File: config.mk
export PLATFORM = sky130hd
export DESIGN_NAME = column_wrapped_marquee_scroller
export DESIGN_NICKNAME = d
export VERILOG_FILES = /design/src/rtl/cwms_pkg.sv /design/src/rtl/cwms_front.sv /design/src/rtl/cwms_ofifo.sv /design/src/rtl/cwms_back.sv /design/src/rtl/column_wrapped_marquee_scroller.sv
export SDC_FILE = /design/constraint.sdc
export NUM_CORES = 2
export LEC_CHECK = 0
export ABC_AREA = 1
export BUFFER_PORTS_ARGS = -buffer_cell sky130_fd_sc_hd__buf_2
export CAP_MARGIN = 20
export CELL_PAD_IN_SITES_DETAIL_PLACEMENT = 1
export CELL_PAD_IN_SITES_GLOBAL_PLACEMENT = 2
export CORE_AREA = 5 5 483 485
export CTS_CLUSTER_DIAMETER = 80
export DETAILED_ROUTE_END_ITERATION = 6
export DIE_AREA = 0 0 488 490
export PLACE_DENSITY = 0.88
export SYNTH_ARGS = -nofsm -noshare
export SYNTH_HDL_FRONTEND = slang
export SYNTH_SLANG_ARGS = --single-unit
export TNS_END_PERCENT = 10
File: constraint.sdc
create_clock -name clk -period 6.3 [get_ports clk]
set_input_delay 0.63 -clock clk [delete_from_list [all_inputs] [get_ports clk]]
set_output_delay 0.63 -clock clk [all_outputs]
set_load 0.01 [all_outputs]
File: src/rtl/cwms_pkg.sv
// Shared types and constants for the column-wrapped marquee scroller.
// No dependencies; imported by every module of the block.
package cwms_pkg;

  localparam logic [1:0] OP_LOAD   = 2'd0;
  localparam logic [1:0] OP_STEP   = 2'd1;
  localparam logic [1:0] OP_RENDER = 2'd2;

  localparam logic [2:0] REG_CELL_COUNT     = 3'd0;
  localparam logic [2:0] REG_START_ROW      = 3'd1;
  localparam logic [2:0] REG_START_COL      = 3'd2;
  localparam logic [2:0] REG_WRAP_FIRST_ROW = 3'd3;
  localparam logic [2:0] REG_WRAP_LAST_ROW  = 3'd4;

  localparam logic [7:0] PAD_CHAR = 8'h20;

  // Result queue depth and the width of its fill level.
  localparam int OQ_DEPTH = 4;
  localparam int OQ_LVL_W = $clog2(OQ_DEPTH + 1);

  typedef enum logic [1:0] {
    CMD_LOAD,
    CMD_STEP,
    CMD_RENDER
  } cmd_kind_t;

  typedef struct packed {
    cmd_kind_t  kind;
    logic [7:0] char_code;
    logic [7:0] char_index;
    logic       text_last;
    logic       step_dir;
  } cmd_t;

  typedef struct packed {
    logic [6:0] cell_count;
    logic [7:0] start_row;
    logic [7:0] start_col;
    logic [7:0] wrap_first_row;
    logic [7:0] wrap_last_row;
  } cfg_t;

  typedef struct packed {
    logic [7:0] cell_char;
    logic [7:0] cell_row;
    logic [8:0] cell_col;
    logic       cell_last;
  } cell_t;

endpackage

File: src/rtl/cwms_front.sv
// Front end: decodes incoming items into commands and holds them in a
// two-entry command queue. Depends on cwms_pkg.
module cwms_front
  import cwms_pkg::*;
#(
  parameter int TEXT_MAX = 256
) (
  input  logic       clk,
  input  logic       rst_n,
  input  logic       push,
  output logic       full,
  input  logic [1:0] operation,
  input  logic [7:0] char_code,
  input  logic [7:0] char_index,
  input  logic       text_last,
  input  logic       step_dir,
  output logic       cmd_valid,
  output cmd_t       cmd_head,
  input  logic       cmd_pop
);

  cmd_t       q_r [2];
  logic       wr_ptr_r, wr_ptr_nxt;
  logic       rd_ptr_r, rd_ptr_nxt;
  logic [1:0] cnt_r, cnt_nxt;
  logic       accept;
  logic       keep;
  cmd_t       cmd_new;

  assign full      = (cnt_r == 2'd2);
  assign cmd_valid = (cnt_r != 2'd0);
  assign cmd_head  = q_r[rd_ptr_r];
  assign accept    = push && !full;

  // Unused opcode and loads past the end of the store do nothing.
  always_comb begin
    cmd_new.char_code  = char_code;
    cmd_new.char_index = char_index;
    cmd_new.text_last  = text_last;
    cmd_new.step_dir   = step_dir;
    keep               = 1'b1;
    case (operation)
      OP_LOAD: begin
        cmd_new.kind = CMD_LOAD;
        keep         = (32'(char_index) < TEXT_MAX);
      end
      OP_STEP:   cmd_new.kind = CMD_STEP;
      OP_RENDER: cmd_new.kind = CMD_RENDER;
      default: begin
        cmd_new.kind = CMD_STEP;
        keep         = 1'b0;
      end
    endcase
  end

  always_comb begin
    wr_ptr_nxt = wr_ptr_r;
    rd_ptr_nxt = rd_ptr_r;
    cnt_nxt    = cnt_r;
    if (accept && keep) begin
      wr_ptr_nxt = ~wr_ptr_r;
    end
    if (cmd_pop) begin
      rd_ptr_nxt = ~rd_ptr_r;
    end
    cnt_nxt = cnt_r + 2'(accept && keep) - 2'(cmd_pop);
  end

  always_ff @(posedge clk) begin
    if (!rst_n) begin
      wr_ptr_r <= 1'b0;
      rd_ptr_r <= 1'b0;
      cnt_r    <= 2'd0;
    end else begin
      wr_ptr_r <= wr_ptr_nxt;
      rd_ptr_r <= rd_ptr_nxt;
      cnt_r    <= cnt_nxt;
    end
  end

  always_ff @(posedge clk) begin
    if (accept && keep) begin
      q_r[wr_ptr_r] <= cmd_new;
    end
  end

endmodule

File: src/rtl/cwms_ofifo.sv
// Result queue between the render engine and the output ports.
// Depends on cwms_pkg.
module cwms_ofifo
  import cwms_pkg::*;
(
  input  logic                clk,
  input  logic                rst_n,
  input  logic                wr,
  input  cell_t               wr_data,
  input  logic                rd,
  output logic                empty,
  output cell_t               head,
  output logic [OQ_LVL_W-1:0] level
);

  localparam int PW = $clog2(OQ_DEPTH);

  cell_t                mem [OQ_DEPTH];
  logic [PW-1:0]        wr_ptr_r;
  logic [PW-1:0]        rd_ptr_r;
  logic [OQ_LVL_W-1:0]  lvl_r;
  logic                 do_rd;

  assign empty = (lvl_r == '0);
  assign level = lvl_r;
  assign head  = mem[rd_ptr_r];
  assign do_rd = rd && !empty;

  always_ff @(posedge clk) begin
    if (!rst_n) begin
      wr_ptr_r <= '0;
      rd_ptr_r <= '0;
      lvl_r    <= '0;
    end else begin
      if (wr) begin
        wr_ptr_r <= wr_ptr_r + PW'(1);
      end
      if (do_rd) begin
        rd_ptr_r <= rd_ptr_r + PW'(1);
      end
      lvl_r <= lvl_r + OQ_LVL_W'(wr) - OQ_LVL_W'(do_rd);
    end
  end

  always_ff @(posedge clk) begin
    if (wr) begin
      mem[wr_ptr_r] <= wr_data;
    end
  end

  a_no_overflow: assert property (@(posedge clk) disable iff (!rst_n)
    wr |-> (lvl_r < OQ_LVL_W'(OQ_DEPTH)))
    else $error("result queue written while full");

endmodule

File: src/rtl/cwms_back.sv
// Back end: executes load, step and render commands. Owns the text store,
// the length, the scroll shift, the remainder unit and the cell sequencer.
// Depends on cwms_pkg; feeds cwms_ofifo.
module cwms_back
  import cwms_pkg::*;
#(
  parameter int TEXT_MAX  = 256,
  parameter int MAX_CELLS = 64
) (
  input  logic                clk,
  input  logic                rst_n,
  input  cfg_t                cfg,
  input  logic                cmd_valid,
  input  cmd_t                cmd_head,
  output logic                cmd_pop,
  input  logic [OQ_LVL_W-1:0] oq_level,
  output logic                oq_wr,
  output cell_t               oq_data
);

  // Only the first 256 entries are reachable through an 8-bit index.
  localparam int DEPTH = (TEXT_MAX < 256) ? TEXT_MAX : 256;
  localparam int AW    = $clog2(DEPTH);
  localparam logic [6:0] MAX_CELLS_7 = 7'(MAX_CELLS);

  typedef enum logic [1:0] {
    S_IDLE,
    S_DIV,
    S_CELLS
  } state_t;

  logic [7:0]  text_mem [DEPTH];
  logic [7:0]  rdata_r;

  state_t      state_r;
  logic [8:0]  len_r;
  logic [31:0] shift_r;
  logic [8:0]  mod_r;
  logic [31:0] dvd_r;
  logic [8:0]  rem_r;
  logic        neg_r;
  logic [4:0]  bit_cnt_r;
  logic [8:0]  idx_r;
  logic [5:0]  cnt_r;
  logic [6:0]  cells_r;
  logic [7:0]  row_r;
  logic [8:0]  col_r;
  logic        rd_valid_r;
  logic        pad_r;
  logic [7:0]  orow_r;
  logic [8:0]  ocol_r;
  logic        olast_r;

  logic [6:0]  cells_eff;
  logic [31:0] shift_mag;
  logic [9:0]  trial;
  logic [8:0]  rem_step;
  logic [8:0]  idx_start;
  logic        issue;
  logic        last_cell;
  logic [8:0]  idx_inc;
  logic [8:0]  row_inc;

  assign cmd_pop   = (state_r == S_IDLE) && cmd_valid;
  assign cells_eff = (cfg.cell_count > MAX_CELLS_7) ? MAX_CELLS_7 : cfg.cell_count;
  assign shift_mag = shift_r[31] ? (~shift_r + 32'd1) : shift_r;

  // One restoring step of |shift| mod M per cycle.
  assign trial    = {rem_r, dvd_r[31]};
  assign rem_step = (trial >= {1'b0, mod_r}) ? 9'(trial - {1'b0, mod_r}) : trial[8:0];
  // Floored modulo of the negated shift.
  assign idx_start = (neg_r && rem_step != 9'd0) ? (mod_r - rem_step) : rem_step;

  // Keep one slot for the read that is still in flight.
  assign issue     = (state_r == S_CELLS) &&
                     ((oq_level + OQ_LVL_W'(rd_valid_r)) < OQ_LVL_W'(OQ_DEPTH));
  assign last_cell = ({1'b0, cnt_r} + 7'd1) == cells_r;
  assign idx_inc   = ((idx_r + 9'd1) == mod_r) ? 9'd0 : (idx_r + 9'd1);
  assign row_inc   = {1'b0, row_r} + 9'd1;

  always_ff @(posedge clk) begin
    if (!rst_n) begin
      state_r    <= S_IDLE;
      len_r      <= 9'd0;
      shift_r    <= 32'd0;
      rd_valid_r <= 1'b0;
    end else begin
      rd_valid_r <= 1'b0;
      case (state_r)
        S_IDLE: begin
          if (cmd_valid) begin
            case (cmd_head.kind)
              CMD_LOAD: begin
                if (cmd_head.text_last) begin
                  len_r <= {1'b0, cmd_head.char_index} + 9'd1;
                end
              end
              CMD_STEP: begin
                shift_r <= cmd_head.step_dir ? (shift_r - 32'd1) : (shift_r + 32'd1);
              end
              CMD_RENDER: begin
                if (cells_eff != 7'd0) begin
                  cells_r   <= cells_eff;
                  mod_r     <= (len_r < {2'b00, cells_eff}) ? {2'b00, cells_eff} : len_r;
                  dvd_r     <= shift_mag;
                  neg_r     <= !shift_r[31] && (shift_r != 32'd0);
                  rem_r     <= 9'd0;
                  bit_cnt_r <= 5'd0;
                  state_r   <= S_DIV;
                end
              end
              default: ;
            endcase
          end
        end
        S_DIV: begin
          rem_r     <= rem_step;
          dvd_r     <= {dvd_r[30:0], 1'b0};
          bit_cnt_r <= bit_cnt_r + 5'd1;
          if (bit_cnt_r == 5'd31) begin
            idx_r   <= idx_start;
            cnt_r   <= 6'd0;
            row_r   <= cfg.start_row;
            col_r   <= {1'b0, cfg.start_col};
            state_r <= S_CELLS;
          end
        end
        S_CELLS: begin
          if (issue) begin
            rd_valid_r <= 1'b1;
            pad_r      <= (idx_r >= len_r);
            orow_r     <= row_r;
            ocol_r     <= col_r;
            olast_r    <= last_cell;
            idx_r      <= idx_inc;
            cnt_r      <= cnt_r + 6'd1;
            if (row_inc > {1'b0, cfg.wrap_last_row}) begin
              row_r <= cfg.wrap_first_row;
              col_r <= col_r + 9'd1;
            end else begin
              row_r <= row_inc[7:0];
            end
            if (last_cell) begin
              state_r <= S_IDLE;
            end
          end
        end
        default: state_r <= S_IDLE;
      endcase
    end
  end

  always_ff @(posedge clk) begin
    if (cmd_pop && cmd_head.kind == CMD_LOAD) begin
      text_mem[cmd_head.char_index[AW-1:0]] <= cmd_head.char_code;
    end
    if (issue) begin
      rdata_r <= text_mem[idx_r[AW-1:0]];
    end
  end

  assign oq_wr             = rd_valid_r;
  assign oq_data.cell_char = pad_r ? PAD_CHAR : rdata_r;
  assign oq_data.cell_row  = orow_r;
  assign oq_data.cell_col  = ocol_r;
  assign oq_data.cell_last = olast_r;

  a_idx_in_range: assert property (@(posedge clk) disable iff (!rst_n)
    (state_r == S_CELLS) |-> (idx_r < mod_r))
    else $error("text index outside modulus");

  a_last_ends_frame: assert property (@(posedge clk) disable iff (!rst_n)
    (issue && last_cell) |=> (state_r == S_IDLE && rd_valid_r && olast_r))
    else $error("final cell did not close the frame");

  a_no_pop_busy: assert property (@(posedge clk) disable iff (!rst_n)
    (state_r != S_IDLE) |-> !cmd_pop)
    else $error("command taken while busy");

endmodule

File: src/rtl/column_wrapped_marquee_scroller.sv
// Column-wrapped scrolling text marquee: top level with configuration registers.
// Depends on cwms_pkg, cwms_front, cwms_back and cwms_ofifo.
//
// Items enter through a queue-like port (push/full) and are decoded into a
// two-entry command queue; a back end takes one command at a time. A load
// writes one character into the text store (and sets the length when marked
// last) and a step moves the 32-bit scroll shift by one. A render first works
// out the floored remainder of the negated shift by the text modulus (the cell
// count when the text is shorter, else the text length) on a shift-subtract
// unit, one bit per cycle, then emits one cell per cycle while the four-entry
// result queue has room. Cells are drawn down a column from start_row/start_col;
// a row past wrap_last_row goes back to wrap_first_row in the next column.
// Cells beyond the text show a space.
// Results are read through empty/pop; an item is taken while earlier results
// still wait. Text entries never loaded read back as unknown characters.
// Registers are written by cfg_we/cfg_index/cfg_wdata and should only change
// while the block is idle.
module column_wrapped_marquee_scroller
  import cwms_pkg::*;
#(
  parameter int TEXT_MAX  = 256,
  parameter int MAX_CELLS = 64
) (
  input  logic       clk,
  input  logic       rst_n,
  // item input
  input  logic       push,
  output logic       full,
  input  logic [1:0] in_operation,
  input  logic [7:0] in_char_code,
  input  logic [7:0] in_char_index,
  input  logic       in_text_last,
  input  logic       in_step_dir,
  // result output
  output logic       empty,
  input  logic       pop,
  output logic [7:0] out_cell_char,
  output logic [7:0] out_cell_row,
  output logic [8:0] out_cell_col,
  output logic       out_cell_last,
  // configuration
  input  logic       cfg_we,
  input  logic [2:0] cfg_index,
  input  logic [7:0] cfg_wdata
);

  cfg_t                cfg_r;
  logic                cmd_valid;
  cmd_t                cmd_head;
  logic                cmd_pop;
  logic [OQ_LVL_W-1:0] oq_level;
  logic                oq_wr;
  cell_t               oq_data;
  cell_t               oq_head;

  // Configuration registers; indexes past the list are ignored.
  always_ff @(posedge clk) begin
    if (!rst_n) begin
      cfg_r.cell_count     <= 7'd64;
      cfg_r.start_row      <= 8'd1;
      cfg_r.start_col      <= 8'd0;
      cfg_r.wrap_first_row <= 8'd1;
      cfg_r.wrap_last_row  <= 8'd40;
    end else if (cfg_we) begin
      case (cfg_index)
        REG_CELL_COUNT:     cfg_r.cell_count     <= cfg_wdata[6:0];
        REG_START_ROW:      cfg_r.start_row      <= cfg_wdata;
        REG_START_COL:      cfg_r.start_col      <= cfg_wdata;
        REG_WRAP_FIRST_ROW: cfg_r.wrap_first_row <= cfg_wdata;
        REG_WRAP_LAST_ROW:  cfg_r.wrap_last_row  <= cfg_wdata;
        default: ;
      endcase
    end
  end

  cwms_front #(
    .TEXT_MAX (TEXT_MAX)
  ) u_front (
    .clk        (clk),
    .rst_n      (rst_n),
    .push       (push),
    .full       (full),
    .operation  (in_operation),
    .char_code  (in_char_code),
    .char_index (in_char_index),
    .text_last  (in_text_last),
    .step_dir   (in_step_dir),
    .cmd_valid  (cmd_valid),
    .cmd_head   (cmd_head),
    .cmd_pop    (cmd_pop)
  );

  cwms_back #(
    .TEXT_MAX  (TEXT_MAX),
    .MAX_CELLS (MAX_CELLS)
  ) u_back (
    .clk       (clk),
    .rst_n     (rst_n),
    .cfg       (cfg_r),
    .cmd_valid (cmd_valid),
    .cmd_head  (cmd_head),
    .cmd_pop   (cmd_pop),
    .oq_level  (oq_level),
    .oq_wr     (oq_wr),
    .oq_data   (oq_data)
  );

  cwms_ofifo u_ofifo (
    .clk     (clk),
    .rst_n   (rst_n),
    .wr      (oq_wr),
    .wr_data (oq_data),
    .rd      (pop),
    .empty   (empty),
    .head    (oq_head),
    .level   (oq_level)
  );

  assign out_cell_char = oq_head.cell_char;
  assign out_cell_row  = oq_head.cell_row;
  assign out_cell_col  = oq_head.cell_col;
  assign out_cell_last = oq_head.cell_last;

endmodule

==> impl_metrics.tcl <==
set metrics [dict create \
    status "completed" \
    grt_pass1_wl_mm 452 \
    die_h_um 490 \
    maxCapViolations 0 \
    crit_path_end_kind "flop" \
    fmax_mhz 228 \
    synth-seq-cells 2411 \
    area_growth_syn_to_layout_pct 11.4 \
    path_cells "buf_4 > inv_1 > or2_2 > o21ai_0 > inv_1 > ha_1 > inv_1 > nor2_1 > nand2_2 > buf_4 > nor2_1" \
    die_w_um 488 \
    pwr-share-seq_pct 43.0 \
    ant_nets 0 \
    hp-class "primary input to flop" \
    core_area_sq_um 229000 \
    grt.overflow.total 0 \
    drt_iter0_drc 7123 \
    slew_violations 0 \
    postLayoutCoreUtil_pct 48.7 \
    yosys.area_share.simple_pct 12.3 \
    wl_per_cell_um 26.0 \
    clk_latency_ns 0.89 \
    clkTransAtPathRegs_ns 0.06 \
    place.gp.congestion 0.855 \
    skew_ns 0.0489 \
    cp.required_ns 6.80 \
    combPwrFrac_pct 26.5 \
    critPathKind "flop to flop" \
    grtUsageTotal_pct 24.6 \
    htree_levels 4 \
    yosysSeqAreaShare_pct 71.5 \
    vias_per_cell 5.92 \
    antenna_found_initial 8 \
    rsz0062_at_grt "false" \
    dp_hpwl_mm 176 \
    drc 0 \
    netlist_area_sq_um 99900 \
    postLayoutCellArea_sq_um 111000 \
    place_area_sq_um 103000 \
    synthMuxAreaShare_pct 0.0100 \
    cts_root_buf "clkbuf_16" \
    hold_violations 0 \
    period_needed_ns 4.39 \
    final_cell_mix "edfxtp_1 (2314), nor2_1 (1593), o21ai_0 (1262)" \
    synthesis.instances 8460 \
    arrival_ns 4.89 \
    finalWirelength_mm 302 \
    drive_above_1_share_pct 7.30 \
    syn_avg_cell_area_sq_um 11.8 \
    swShare_pct 34.3 \
    holdWs_ns 0.0819 \
    port_buffers 63 \
    ios 64 \
    cpMostUsedCell "inv_1" \
    dp_slack_ns 1.54 \
    grt_max_degree 236 \
    synth_compound_area_share_pct 11.2 \
    row_count 176 \
    cts_buffer_depth 3 \
    cellLeakagePower_uw 0.0371 \
    path_max_fanout 21 \
    drt_first_pass_iters 5 \
    dieArea_sq_um 239000 \
    fillers 23600 \
    ctsResizeCount 0 \
    switchingPower_uw 16000 \
    synthXorXnorAreaFrac_pct 0.517 \
    finalWorstSetupSlack_ns 1.91 \
    synthAdderAreaFrac_pct 1.19 \
    regArea_sq_um 71400 \
    start_util_pct 43.7 \
    yosys_warnings 0 \
    multiInputGateArea_sq_um 25400 \
    critical-path-max-stage-delay_ns 0.70 \
    fin_nets 8499 \
    cpMaxStageDelayCell "nor2_1" \
    fin_crit_sh_pct 69.7 \
    synth_top_family_by_area "simple AND/OR/NAND/NOR gates" \
    setup_viol 0 \
    cts_buffers 240 \
    cts_tree "yes" \
    cts_sinks 2411 \
    clockPowerShare_pct 30.5 \
    internal-power_uw 30700 \
    power_density_nw_per_um2 420 \
    tightest_slew_ns 1.18 \
    crit_path_start_kind "flop" \
    setup_tns_ns 0 \
    syn_nets 8590 \
    grt_pass1_vias 71200 \
    slew_headroom_pct 21.1 \
    irDropWorstVdd_mv 0.398 \
    synth.distinct_cells 54 \
    vias 68800 \
    layout_commonest_cell "edfxtp_1" \
]
-- path summary, 6_finish.rpt --
| check | depth (start not counted) | slack [ns] | to | start |
|---|---|---|---|---|
| max | 11 | 1.91 | u_back.text_mem[111][6] | flop |
| min | 3 | 0.08 | cfg_r[20] | cfg_wdata[4] |
| max reg2reg | 11 | 1.91 | u_back.text_mem[111][6] | flop |
| min reg2reg | 1 | 0.45 | u_front.rd_ptr_r | u_front.rd_ptr_r |
-- registers in the layout, indices dropped and copies added, names as in the netlist, 9 cells and up, named ones only --
register	count
u_back.mod_r	9
cfg_r	39
u_front.q_r	40
u_back.dvd_r	32
u_back.text_mem	2048
u_back.rem_r	9
u_back.len_r	9
u_back.idx_r	9
u_back.shift_r	32
u_back.col_r	9
u_ofifo.mem	104
u_back.ocol_r	9
-- per-layer routing --
layer | vias to the layer above | GRT usage, % | routed length (um)
li1 | 30500 | - | -
met1 | 35000 | 33.2 | 123000
met2 | 2774 | 40.2 | 144000
met3 | 540 | 4.06 | 22400
met4 | 2 | 9.15 | 11200
met5 | - | 0 | 13
-- synthesized netlist by cell type (all sizes together) --
library cell | count | share of area (%)
a211oi | 1 | 0.0075
a21boi | 7 | 0.053
a21o | 11 | 0.083
a21oi | 130 | 0.65
a221oi | 4 | 0.035
a31o | 1 | 0.0088
a31oi | 22 | 0.14
and2 | 1 | 0.0063
and3 | 9 | 0.056
buf | 194 | 0.97
clkbuf | 351 | 1.3
clkinv | 5 | 0.019
dfxtp | 97 | 1.9
edfxtp | 2314 | 70
fa | 2 | 0.040
ha | 92 | 1.2
inv | 259 | 0.98
mux2i | 1 | 0.010
nand2 | 794 | 3.0
nand3 | 537 | 2.7
nand3b | 4 | 0.030
nand4 | 18 | 0.11
nor2 | 1604 | 6.0
nor3 | 40 | 0.22
nor4 | 4 | 0.025
o211ai | 11 | 0.083
o21a | 4 | 0.030
o21ai | 1282 | 6.4
o21bai | 14 | 0.11
o221ai | 5 | 0.044
o22ai | 555 | 3.5
o31ai | 6 | 0.045
or2 | 21 | 0.13
or3 | 1 | 0.0063
xnor2 | 12 | 0.11
xor2 | 47 | 0.41
-- cells by family after synthesis --
kind of cell | count (synthesis)
simple gates | 3033
mux | 1
buf+inv | 809
flops | 2411
xor+xnor | 59
fa+ha+maj | 94
compound gates | 2053
-- power groups by stage --
stage	clock network (uW)	logic, uW	registers [uW]
final	14300	12400	20100
after global placement	0	11700	20400
after detailed placement	0	12200	20400
after floorplan	0	7350	20800
after global routing	15200	13400	20100
after CTS	14500	12300	20100
-- worst max-delay path, delay by kind of cell, from the launching register on --
family | cells | cell delay (ns)
AO/OA/AOI/OAI | 1 | 0.20
flip-flops | 1 | 0.30
adder cells (fa/ha/maj) | 1 | 0.41
buffers and inverters | 5 | 1.40
AND/OR/NAND/NOR | 4 | 1.66
-- through the flow --
step / total power (uW) / instances
after detailed placement: 32600 / 11100
after CTS: 46800 / 11600
final: 46800 / 11600
after floorplan: 28200 / 8460
after global routing: 48700 / 11600
after global placement: 32100 / 11100
-- repair_timing --
item                                    in CTS  in global routing
hold buffers                                20                  0
endpoints found under the hold margin       41                  0
endpoints found under the setup margin       0                  0
setup buffers                                0                  0
-- cell type report --
class / count / area share (%)
flip-flops and latches: 2411 / 64.1
multi-input cells: 5240 / 22.8
clock buffers: 292 / 5.74
well taps: 3026 / 3.40
repair buffers: 212 / 1.66
clock inverters: 156 / 1.30
inverters: 264 / 0.920
diodes: 8 / 0.0180
(Power assumes the default switching activity.)
